$ cat src/rtl/core/t4icon_pkg.sv
// ----------------------------------------------------------------------------
// t4icon_pkg
// Shared types, constants and the color expansion for the tiled 4bpp icon
// decoder.
// ----------------------------------------------------------------------------
`default_nettype none

package t4icon_pkg;

   localparam int ADDR_W             = 10;
   localparam int COLOR_W            = 16;
   localparam int RGBA_W             = 32;
   localparam int INDEX_W            = 4;
   localparam int BYTE_W             = 8;
   localparam int PALETTE_DEPTH      = 16;
   localparam int QUEUE_DEPTH        = 2;
   localparam int ICON_WIDTH_DEFAULT = 32;
   localparam int TILE_WIDTH_DEFAULT = 8;

   localparam logic OP_PALETTE_WRITE = 1'b0;
   localparam logic OP_DECODE_BYTE   = 1'b1;

   typedef struct packed {
      logic               op;
      logic [INDEX_W-1:0] palette_index;
      logic [COLOR_W-1:0] palette_color;
      logic [BYTE_W-1:0]  icon_byte;
   } req_type;

   typedef struct packed {
      logic [ADDR_W-1:0] pixel_address;
      logic [RGBA_W-1:0] left_rgba;
      logic [RGBA_W-1:0] right_rgba;
      logic              icon_done;
   } rsp_type;

   // One classified transaction waiting between the front and the back.
   typedef struct packed {
      logic               is_pixel;
      logic [INDEX_W-1:0] palette_index;
      logic [COLOR_W-1:0] palette_color;
      logic [INDEX_W-1:0] left_index;
      logic [INDEX_W-1:0] right_index;
      logic [ADDR_W-1:0]  pixel_address;
      logic               icon_done;
   } entry_type;

   // BGR555 to RGBA8888. Bit 15 alone still makes the pixel opaque.
   function automatic logic [RGBA_W-1:0] color_to_rgba(input logic [COLOR_W-1:0] c);
      logic [7:0] alpha;
      alpha = (c == '0) ? 8'h00 : 8'hFF;
      return {alpha, c[14:10], 3'b000, c[9:5], 3'b000, c[4:0], 3'b000};
   endfunction

endpackage

`default_nettype wire

$ cat src/rtl/core/tiled_4bpp_icon_to_rgba_top.sv
// A decode transaction passes through the queue, the palette lookup stage and the result register.
// Throughput: one transaction per cycle while the output is not stalled, with the 2-entry queue and the one-entry
// palette lookup stage; palette writes give no result and never wait on the output.
// Reset clears the byte counter, the queue, both pipeline stages and the
// palette valid bits, so every palette entry reads as zero until written.
// ----------------------------------------------------------------------------
// tiled_4bpp_icon_to_rgba_top
// Decodes a tiled 4bpp icon with a BGR555 palette into linear RGBA8888 pixels.
// ----------------------------------------------------------------------------
`default_nettype none

module tiled_4bpp_icon_to_rgba_top #(
   parameter int ICON_WIDTH = t4icon_pkg::ICON_WIDTH_DEFAULT,
   parameter int TILE_WIDTH = t4icon_pkg::TILE_WIDTH_DEFAULT
) (
   input  logic                clock,
   input  logic                reset,
   input  logic                req_valid,
   output logic                req_stall,
   input  t4icon_pkg::req_type req_data,
   output logic                rsp_valid,
   input  logic                rsp_stall,
   output t4icon_pkg::rsp_type rsp_data
);
   import t4icon_pkg::*;

   logic      push;
   entry_type push_entry;
   logic      queue_full;
   logic      pop;
   logic      head_valid;
   entry_type head_entry;

   t4icon_front #(
      .ICON_WIDTH (ICON_WIDTH),
      .TILE_WIDTH (TILE_WIDTH)
   ) u_front (
      .clock      (clock),
      .reset      (reset),
      .req_valid  (req_valid),
      .req_stall  (req_stall),
      .req_data   (req_data),
      .queue_full (queue_full),
      .push       (push),
      .push_entry (push_entry)
   );

   t4icon_queue u_queue (
      .clock      (clock),
      .reset      (reset),
      .push       (push),
      .push_entry (push_entry),
      .full       (queue_full),
      .pop        (pop),
      .head_valid (head_valid),
      .head_entry (head_entry)
   );

   t4icon_back u_back (
      .clock      (clock),
      .reset      (reset),
      .head_valid (head_valid),
      .head_entry (head_entry),
      .pop        (pop),
      .rsp_valid  (rsp_valid),
      .rsp_stall  (rsp_stall),
      .rsp_data   (rsp_data)
   );

endmodule

`default_nettype wire

$ cat src/rtl/core/t4icon_front.sv
// ----------------------------------------------------------------------------
// t4icon_front
// Accepts transactions, classifies them and tracks the tile walk that gives
// each icon byte its linear pixel address.
// ----------------------------------------------------------------------------
`default_nettype none

module t4icon_front #(
   parameter int ICON_WIDTH = t4icon_pkg::ICON_WIDTH_DEFAULT,
   parameter int TILE_WIDTH = t4icon_pkg::TILE_WIDTH_DEFAULT
) (
   input  logic                  clock,
   input  logic                  reset,
   input  logic                  req_valid,
   output logic                  req_stall,
   input  t4icon_pkg::req_type   req_data,
   input  logic                  queue_full,
   output logic                  push,
   output t4icon_pkg::entry_type push_entry
);
   import t4icon_pkg::*;

   localparam int BYTES_PER_TROW = TILE_WIDTH / 2;
   localparam int TPR_RAW        = ICON_WIDTH / TILE_WIDTH;
   localparam int TILES_PER_ROW  = (TPR_RAW > 0) ? TPR_RAW : 1;
   localparam int ICON_BYTES     = ICON_WIDTH * ICON_WIDTH / 2;
   localparam int PX_W  = (BYTES_PER_TROW > 1) ? $clog2(BYTES_PER_TROW) : 1;
   localparam int PY_W  = $clog2(TILE_WIDTH);
   localparam int TX_W  = (TILES_PER_ROW > 1) ? $clog2(TILES_PER_ROW) : 1;
   localparam int POS_W = $clog2(ICON_BYTES);

   localparam logic [PX_W-1:0]  PX_LAST  = PX_W'(BYTES_PER_TROW - 1);
   localparam logic [PY_W-1:0]  PY_LAST  = PY_W'(TILE_WIDTH - 1);
   localparam logic [TX_W-1:0]  TX_LAST  = TX_W'(TILES_PER_ROW - 1);
   localparam logic [POS_W-1:0] POS_LAST = POS_W'(ICON_BYTES - 1);

   // Address steps, taken modulo the address range since only sums are formed.
   localparam logic [ADDR_W-1:0] COL_STEP  = ADDR_W'(2);
   localparam logic [ADDR_W-1:0] ROW_STEP  = ADDR_W'(ICON_WIDTH % (2 ** ADDR_W));
   localparam logic [ADDR_W-1:0] TCOL_STEP = ADDR_W'(TILE_WIDTH % (2 ** ADDR_W));
   localparam logic [ADDR_W-1:0] TROW_STEP =
      ADDR_W'((TILE_WIDTH * ICON_WIDTH) % (2 ** ADDR_W));

   logic [POS_W-1:0]  pos_ff, pos_in;
   logic [PX_W-1:0]   px_ff, px_in;
   logic [PY_W-1:0]   py_ff, py_in;
   logic [TX_W-1:0]   tx_ff, tx_in;
   logic [ADDR_W-1:0] col_ff, col_in;
   logic [ADDR_W-1:0] rowoff_ff, rowoff_in;
   logic [ADDR_W-1:0] tcol_ff, tcol_in;
   logic [ADDR_W-1:0] trow_ff, trow_in;

   logic              accept;
   logic              pixel_accept;
   logic              last_byte;
   logic [ADDR_W-1:0] address;

   assign req_stall    = queue_full;
   assign accept       = req_valid && !queue_full;
   assign pixel_accept = accept && (req_data.op == OP_DECODE_BYTE);
   assign last_byte    = (pos_ff == POS_LAST);
   assign address      = trow_ff + rowoff_ff + tcol_ff + col_ff;

   assign push = accept;

   always_comb begin
      push_entry.is_pixel      = (req_data.op == OP_DECODE_BYTE);
      push_entry.palette_index = req_data.palette_index;
      push_entry.palette_color = req_data.palette_color;
      push_entry.left_index    = req_data.icon_byte[INDEX_W-1:0];
      push_entry.right_index   = req_data.icon_byte[BYTE_W-1:INDEX_W];
      push_entry.pixel_address = address;
      push_entry.icon_done     = last_byte;
   end

   // Nested counters: byte within tile row, row within tile, tile column, tile row.
   always_comb begin
      pos_in    = pos_ff;
      px_in     = px_ff;
      py_in     = py_ff;
      tx_in     = tx_ff;
      col_in    = col_ff;
      rowoff_in = rowoff_ff;
      tcol_in   = tcol_ff;
      trow_in   = trow_ff;
      if (pixel_accept) begin
         if (last_byte) begin
            pos_in    = '0;
            px_in     = '0;
            py_in     = '0;
            tx_in     = '0;
            col_in    = '0;
            rowoff_in = '0;
            tcol_in   = '0;
            trow_in   = '0;
         end else begin
            pos_in = pos_ff + POS_W'(1);
            if (px_ff == PX_LAST) begin
               px_in  = '0;
               col_in = '0;
               if (py_ff == PY_LAST) begin
                  py_in     = '0;
                  rowoff_in = '0;
                  if (tx_ff == TX_LAST) begin
                     tx_in   = '0;
                     tcol_in = '0;
                     trow_in = trow_ff + TROW_STEP;
                  end else begin
                     tx_in   = tx_ff + TX_W'(1);
                     tcol_in = tcol_ff + TCOL_STEP;
                  end
               end else begin
                  py_in     = py_ff + PY_W'(1);
                  rowoff_in = rowoff_ff + ROW_STEP;
               end
            end else begin
               px_in  = px_ff + PX_W'(1);
               col_in = col_ff + COL_STEP;
            end
         end
      end
   end

   always_ff @(posedge clock) begin
      if (reset) begin
         pos_ff    <= '0;
         px_ff     <= '0;
         py_ff     <= '0;
         tx_ff     <= '0;
         col_ff    <= '0;
         rowoff_ff <= '0;
         tcol_ff   <= '0;
         trow_ff   <= '0;
      end else begin
         pos_ff    <= pos_in;
         px_ff     <= px_in;
         py_ff     <= py_in;
         tx_ff     <= tx_in;
         col_ff    <= col_in;
         rowoff_ff <= rowoff_in;
         tcol_ff   <= tcol_in;
         trow_ff   <= trow_in;
      end
   end

endmodule

`default_nettype wire

$ cat src/rtl/core/t4icon_queue.sv
// ----------------------------------------------------------------------------
// t4icon_queue
// Short in-order queue of classified transactions between front and back.
// ----------------------------------------------------------------------------
`default_nettype none

module t4icon_queue (
   input  logic                  clock,
   input  logic                  reset,
   input  logic                  push,
   input  t4icon_pkg::entry_type push_entry,
   output logic                  full,
   input  logic                  pop,
   output logic                  head_valid,
   output t4icon_pkg::entry_type head_entry
);
   import t4icon_pkg::*;

   localparam int PTR_W = (QUEUE_DEPTH > 1) ? $clog2(QUEUE_DEPTH) : 1;
   localparam int CNT_W = $clog2(QUEUE_DEPTH + 1);
   localparam logic [PTR_W-1:0] PTR_LAST = PTR_W'(QUEUE_DEPTH - 1);
   localparam logic [CNT_W-1:0] CNT_FULL = CNT_W'(QUEUE_DEPTH);

   entry_type        slot_ff [QUEUE_DEPTH];
   logic [PTR_W-1:0] wr_ptr_ff, wr_ptr_in;
   logic [PTR_W-1:0] rd_ptr_ff, rd_ptr_in;
   logic [CNT_W-1:0] count_ff, count_in;

   assign full       = (count_ff == CNT_FULL);
   assign head_valid = (count_ff != '0);
   assign head_entry = slot_ff[rd_ptr_ff];

   always_comb begin
      wr_ptr_in = wr_ptr_ff;
      rd_ptr_in = rd_ptr_ff;
      count_in  = count_ff;
      if (push) begin
         wr_ptr_in = (wr_ptr_ff == PTR_LAST) ? '0 : wr_ptr_ff + PTR_W'(1);
      end
      if (pop) begin
         rd_ptr_in = (rd_ptr_ff == PTR_LAST) ? '0 : rd_ptr_ff + PTR_W'(1);
      end
      if (push && !pop) begin
         count_in = count_ff + CNT_W'(1);
      end else if (pop && !push) begin
         count_in = count_ff - CNT_W'(1);
      end
   end

   always_ff @(posedge clock) begin
      if (reset) begin
         wr_ptr_ff <= '0;
         rd_ptr_ff <= '0;
         count_ff  <= '0;
      end else begin
         wr_ptr_ff <= wr_ptr_in;
         rd_ptr_ff <= rd_ptr_in;
         count_ff  <= count_in;
      end
   end

   always_ff @(posedge clock) begin
      if (push) begin
         slot_ff[wr_ptr_ff] <= push_entry;
      end
   end

endmodule

`default_nettype wire

$ cat src/rtl/core/t4icon_back.sv
// ----------------------------------------------------------------------------
// t4icon_back
// Executes queued transactions: palette writes, palette lookups and color
// expansion into the result register.
// ----------------------------------------------------------------------------
`default_nettype none

module t4icon_back (
   input  logic                  clock,
   input  logic                  reset,
   input  logic                  head_valid,
   input  t4icon_pkg::entry_type head_entry,
   output logic                  pop,
   output logic                  rsp_valid,
   input  logic                  rsp_stall,
   output t4icon_pkg::rsp_type   rsp_data
);
   import t4icon_pkg::*;

   logic [COLOR_W-1:0]       pal_mem [PALETTE_DEPTH];
   logic [PALETTE_DEPTH-1:0] pal_valid_ff, pal_valid_in;

   logic               a_valid_ff, a_valid_in;
   logic [ADDR_W-1:0]  a_addr_ff;
   logic               a_done_ff;
   logic [COLOR_W-1:0] a_lcolor_ff, a_rcolor_ff;
   logic               a_lok_ff, a_rok_ff;

   logic    rsp_valid_ff, rsp_valid_in;
   rsp_type rsp_data_ff;

   logic               out_free;
   logic               a_load;
   logic               pal_we;
   logic               rd_en;
   logic [COLOR_W-1:0] left_color;
   logic [COLOR_W-1:0] right_color;

   assign out_free = !rsp_valid_ff || !rsp_stall;
   assign a_load   = !a_valid_ff || out_free;
   // A palette write never waits: it produces no result.
   assign pop      = head_valid && (!head_entry.is_pixel || a_load);
   assign pal_we   = pop && !head_entry.is_pixel;
   assign rd_en    = pop && head_entry.is_pixel;

   assign rsp_valid = rsp_valid_ff;
   assign rsp_data  = rsp_data_ff;

   // Entries never written read as zero through their valid bits.
   assign left_color  = a_lok_ff ? a_lcolor_ff : '0;
   assign right_color = a_rok_ff ? a_rcolor_ff : '0;

   always_comb begin
      pal_valid_in = pal_valid_ff;
      if (pal_we) begin
         pal_valid_in[head_entry.palette_index] = 1'b1;
      end
      a_valid_in   = a_load ? rd_en : a_valid_ff;
      rsp_valid_in = out_free ? a_valid_ff : rsp_valid_ff;
   end

   always_ff @(posedge clock) begin
      if (reset) begin
         pal_valid_ff <= '0;
         a_valid_ff   <= 1'b0;
         rsp_valid_ff <= 1'b0;
      end else begin
         pal_valid_ff <= pal_valid_in;
         a_valid_ff   <= a_valid_in;
         rsp_valid_ff <= rsp_valid_in;
      end
   end

   always_ff @(posedge clock) begin
      if (pal_we) begin
         pal_mem[head_entry.palette_index] <= head_entry.palette_color;
      end
      if (rd_en) begin
         a_lcolor_ff <= pal_mem[head_entry.left_index];
         a_rcolor_ff <= pal_mem[head_entry.right_index];
         a_lok_ff    <= pal_valid_ff[head_entry.left_index];
         a_rok_ff    <= pal_valid_ff[head_entry.right_index];
         a_addr_ff   <= head_entry.pixel_address;
         a_done_ff   <= head_entry.icon_done;
      end
   end

   always_ff @(posedge clock) begin
      if (out_free) begin
         rsp_data_ff.pixel_address <= a_addr_ff;
         rsp_data_ff.left_rgba     <= color_to_rgba(left_color);
         rsp_data_ff.right_rgba    <= color_to_rgba(right_color);
         rsp_data_ff.icon_done     <= a_done_ff;
      end
   end

endmodule

`default_nettype wire

$ cat config.mk
export PLATFORM = sky130hd
export DESIGN_NAME = tiled_4bpp_icon_to_rgba_top
export DESIGN_NICKNAME = d
export VERILOG_FILES = /design/src/rtl/core/t4icon_pkg.sv /design/src/rtl/core/tiled_4bpp_icon_to_rgba_top.sv /design/src/rtl/core/t4icon_front.sv /design/src/rtl/core/t4icon_queue.sv /design/src/rtl/core/t4icon_back.sv
export SDC_FILE = /design/constraint.sdc
export NUM_CORES = 1
export LEC_CHECK = 0
export ABC_CLOCK_PERIOD_IN_PS = 10700
export BUFFER_PORTS_ARGS = -buffer_cell sky130_fd_sc_hd__buf_2
export CORE_ASPECT_RATIO = 0.5
export CORE_UTILIZATION = 45
export CTS_CLUSTER_DIAMETER = 60
export DETAILED_ROUTE_END_ITERATION = 8
export SLEW_MARGIN = 40
export SYNTH_ARGS = -nofsm -noshare
export SYNTH_HDL_FRONTEND = slang
export SYNTH_SLANG_ARGS = --single-unit
export TNS_END_PERCENT = 50
$ cat constraint.sdc
create_clock -name clock -period 10.7 [get_ports clock]
set_input_delay 2.675 -clock clock [delete_from_list [all_inputs] [get_ports clock]]
set_output_delay 2.675 -clock clock [all_outputs]
set_load 0.05 [all_outputs]
==> flow_summary.toml <==
[outcome]
outcome = "complete, no violations"

[grt]
busiest_layer = "met2"
grt_pass1_vias = 13048
grt_util_met1_pct = 30.7
grt_pass1_wl_um = 80100
use_met3_pct = 5.49
overflow = 0
grt.total_usage_pct = 22.5
grt_max_degree = 82
antenna_found_initial = 6
grt_util_met2_pct = 35.8

[floorplan]
std_cell_rows = 56
die_w_um = 311
dieArea_sq_um = 48700
pin_count = 110
fp.coreArea_sq_um = 47000
fp.dieH_um = 157
start_util_pct = 45.7

[critical_path]
crit_required_ns = 8.03
startpoint_type = "flip-flop"
arrival_ns = 1.70
critPathMaxFanout = 10
rr_worst_depth = 7
crit_type = "flip-flop to output port"
endpoint_kind = "output port"
r2r_slack_ns = 6.90
r2r-end = "u_back.a_rcolor_ff[11]"

[pwr]
p_seq_share_pct = 43.2
total_power_mw = 5.95
clkPwrFrac_pct = 25.1
power_density_nw_per_um2 = 247
sw_frac_of_total_pct = 35.1
cellInternalPower_mw = 3.86
p_leak_nw = 8.93
comb_power_share_pct = 31.6
p_sw_mw = 2.09
vdd_ir_drop_max_v = 0.000132

[routing]
wl_per_cell_um = 24.6
drcViolationCount = 0
routed_wl_um = 55500
first_pass_iters = 5
drtAntennaViolNets = 0
viasPerCell = 5.86
drt_first_iter_violations = 1230
vias = 13242

[logic_synthesis]
synth_edf_count = 420
syn_area_per_cell_sq_um = 14.5
ys_seq_area_share_pct = 64.5
synth_cells = 1483
synth-main-ff-cell = "edfxtp_1"
synth_warnings = 0
yosys_register_bits = 482
synth.distinct_cells = 58
async_reset_ff_share_pct = 0
syn_area_sq_um = 21500

[timing]
setup_viol = 0
finalMaxSlewViolations = 0
rsz0062_at_grt = "false"
fin_crit_sh_pct = 40.9
fmax_mhz = 228
relSlewSlack_pct = 48.2
period_needed_ns = 4.38
skew_ns = 0.0158
worst_pin_slew_ns = 0.755
fin_tns_setup_ns = 0
hold_violations = 0

[clocking]
cts_setup_buffers = 0
h-tree-depth = 2
clock-root-buffer = "clkbuf_16"
cts.clk_slew.worst_paths_ns = 0.07
numCtsBuffers = 45
cts_tree = "yes"
postCtsHoldBufs = 0
clk_latency_ns = 0.57
cts_resized = 0
clkSinkCount = 482
cts_max_path_buffers = 3

[layout]
finalInstanceArea_sq_um = 24100
area_growth_pct = 12.3
final_common_cell = "edfxtp_1"
drive_gt1_share_pct = 16.3
layout_common_cells = "420 x edfxtp_1, 277 x mux2i_1, 138 x o22ai_1"
fin_nets = 1648
fin_cells = 2258
n_fill_cell = 3887

[placed_design]
placed_area_sq_um = 22800
hpwl_um = 33800
io_buffer_count = 90
dp_cells = 2173
gp_congestion = 0.805

[hold_path]
hold_depth = 0
hold_path_class = "flip-flop to flip-flop"
min_to = "u_back.rsp_data[74]"
hp-start = "u_back.a_addr_ff[9]"

[flow_run]
maxCapViolCount = 0
layout make-up:
cell class	count	area (sq um)	share of cell area, %
Inverter	31	116	0.482
Clock inverter	26	134	0.555
Antenna cell	3	7.51	0.0311
Sequential cell	482	13900	57.4
Clock buffer	56	1210	5.01
Tap cell	638	798	3.31
Timing Repair Buffer	132	996	4.13
Multi-Input combinational cell	890	7020	29.1
state kept, by name (all words and copies together) (netlist names), named ones only:
name / count
u_back.a_rcolor_ff: 16
u_back.a_addr_ff: 9
u_front.tcol_ff: 7
u_front.pos_ff: 9
u_front.trow_ff: 2
u_front.py_ff: 3
u_front.col_ff: 9
u_front.px_ff: 2
u_front.rowoff_ff: 5
u_queue.count_ff: 2
u_back.pal_mem: 256
u_back.rsp_data: 42
u_back.a_rok_ff: 1
u_queue.slot_ff: 78
u_queue.rd_ptr_ff: 1
u_back.a_lok_ff: 1
u_back.rsp_valid: 1
u_queue.wr_ptr_ff: 1
u_back.a_valid_ff: 1
u_back.a_lcolor_ff: 16
u_front.tx_ff: 2
u_back.pal_valid_ff: 16
u_back.a_done_ff: 1
cell usage after synthesis (13+ instances only):
library cell,n,area (sq um)
a21oi_1,51,255
and2_1,31,194
buf_2,38,190
buf_4,40,300
clkbuf_1,14,52.6
dfxtp_1,62,1240
edfxtp_1,420,12600
ha_1,26,325
inv_1,31,116
mux2_2,28,315
mux2i_1,279,2790
nand2_1,35,131
nor2_1,59,221
o21ai_0,19,95.1
o22ai_1,138,863
or3_1,15,93.8
or4_1,40,300
xor2_1,13,114
power by group through the flow:
stage | clock network [mW] | logic (mW) | registers, mW
after floorplan | 0 | 1.16 | 2.76
after global placement | 0 | 1.77 | 2.61
after detailed placement | 0 | 1.87 | 2.61
after CTS | 1.52 | 1.87 | 2.58
after global routing | 1.60 | 1.97 | 2.60
final | 1.50 | 1.88 | 2.57
kinds of logic (layout without fill, tap and decap cells):
family	Yosys count	count (layout)	share of synthesized area [%]
compound gates	251	251	7.52
xor+xnor	25	25	1.02
fa+ha+maj	33	33	2.17
buf+inv	135	245	3.70
flops	482	482	64.5
mux	308	308	14.5
other cells	2	29	0.0349
simple gates	247	247	6.56
how the worst max path moves through the flow:
| stage | from | end | slack, ns | depth (start not counted) |
|---|---|---|---|---|
| 2_1_floorplan | rsp_stall | u_back.a_addr_ff[1] | 5.48 | 2 |
| 4_1_cts | u_queue.count_ff[0] | req_stall | 6.29 | 3 |
| 3_3_place_gp | req_valid | u_queue.slot_ff[0][17] | 6.38 | 3 |
| 5_1_grt | u_queue.count_ff[0] | req_stall | 6.18 | 3 |
| 3_5_place_dp | req_valid | u_front.tcol_ff[4] | 6.47 | 4 |
| 6_report | u_queue.count_ff[0] | req_stall | 6.32 | 3 |
through the flow:
stage                     hold slack (ns)  setup WS (ns)  util [%]
after floorplan                     0.400           5.48         -
after global placement              0.406           6.38      47.8
after detailed placement            0.406           6.47      48.5
after CTS                           0.424           6.29      51.3
after global routing                0.425           6.18      51.3
final                               0.423           6.32      51.3
worst max-delay path, cell delays in order (launching register included):
cell      delay [ns]
dfxtp_1         0.46
nand2b_1        0.40
inv_1           0.07
buf_2           0.22
layer usage:
layer  part of all wire [%]  vias up
met4                    2.4        0
met2                     45      561
met3                    9.9      103
met5                      0        -
li1                       -     5922
met1                     42     6656
No activity file was read; power rests on OpenSTA's default activity.
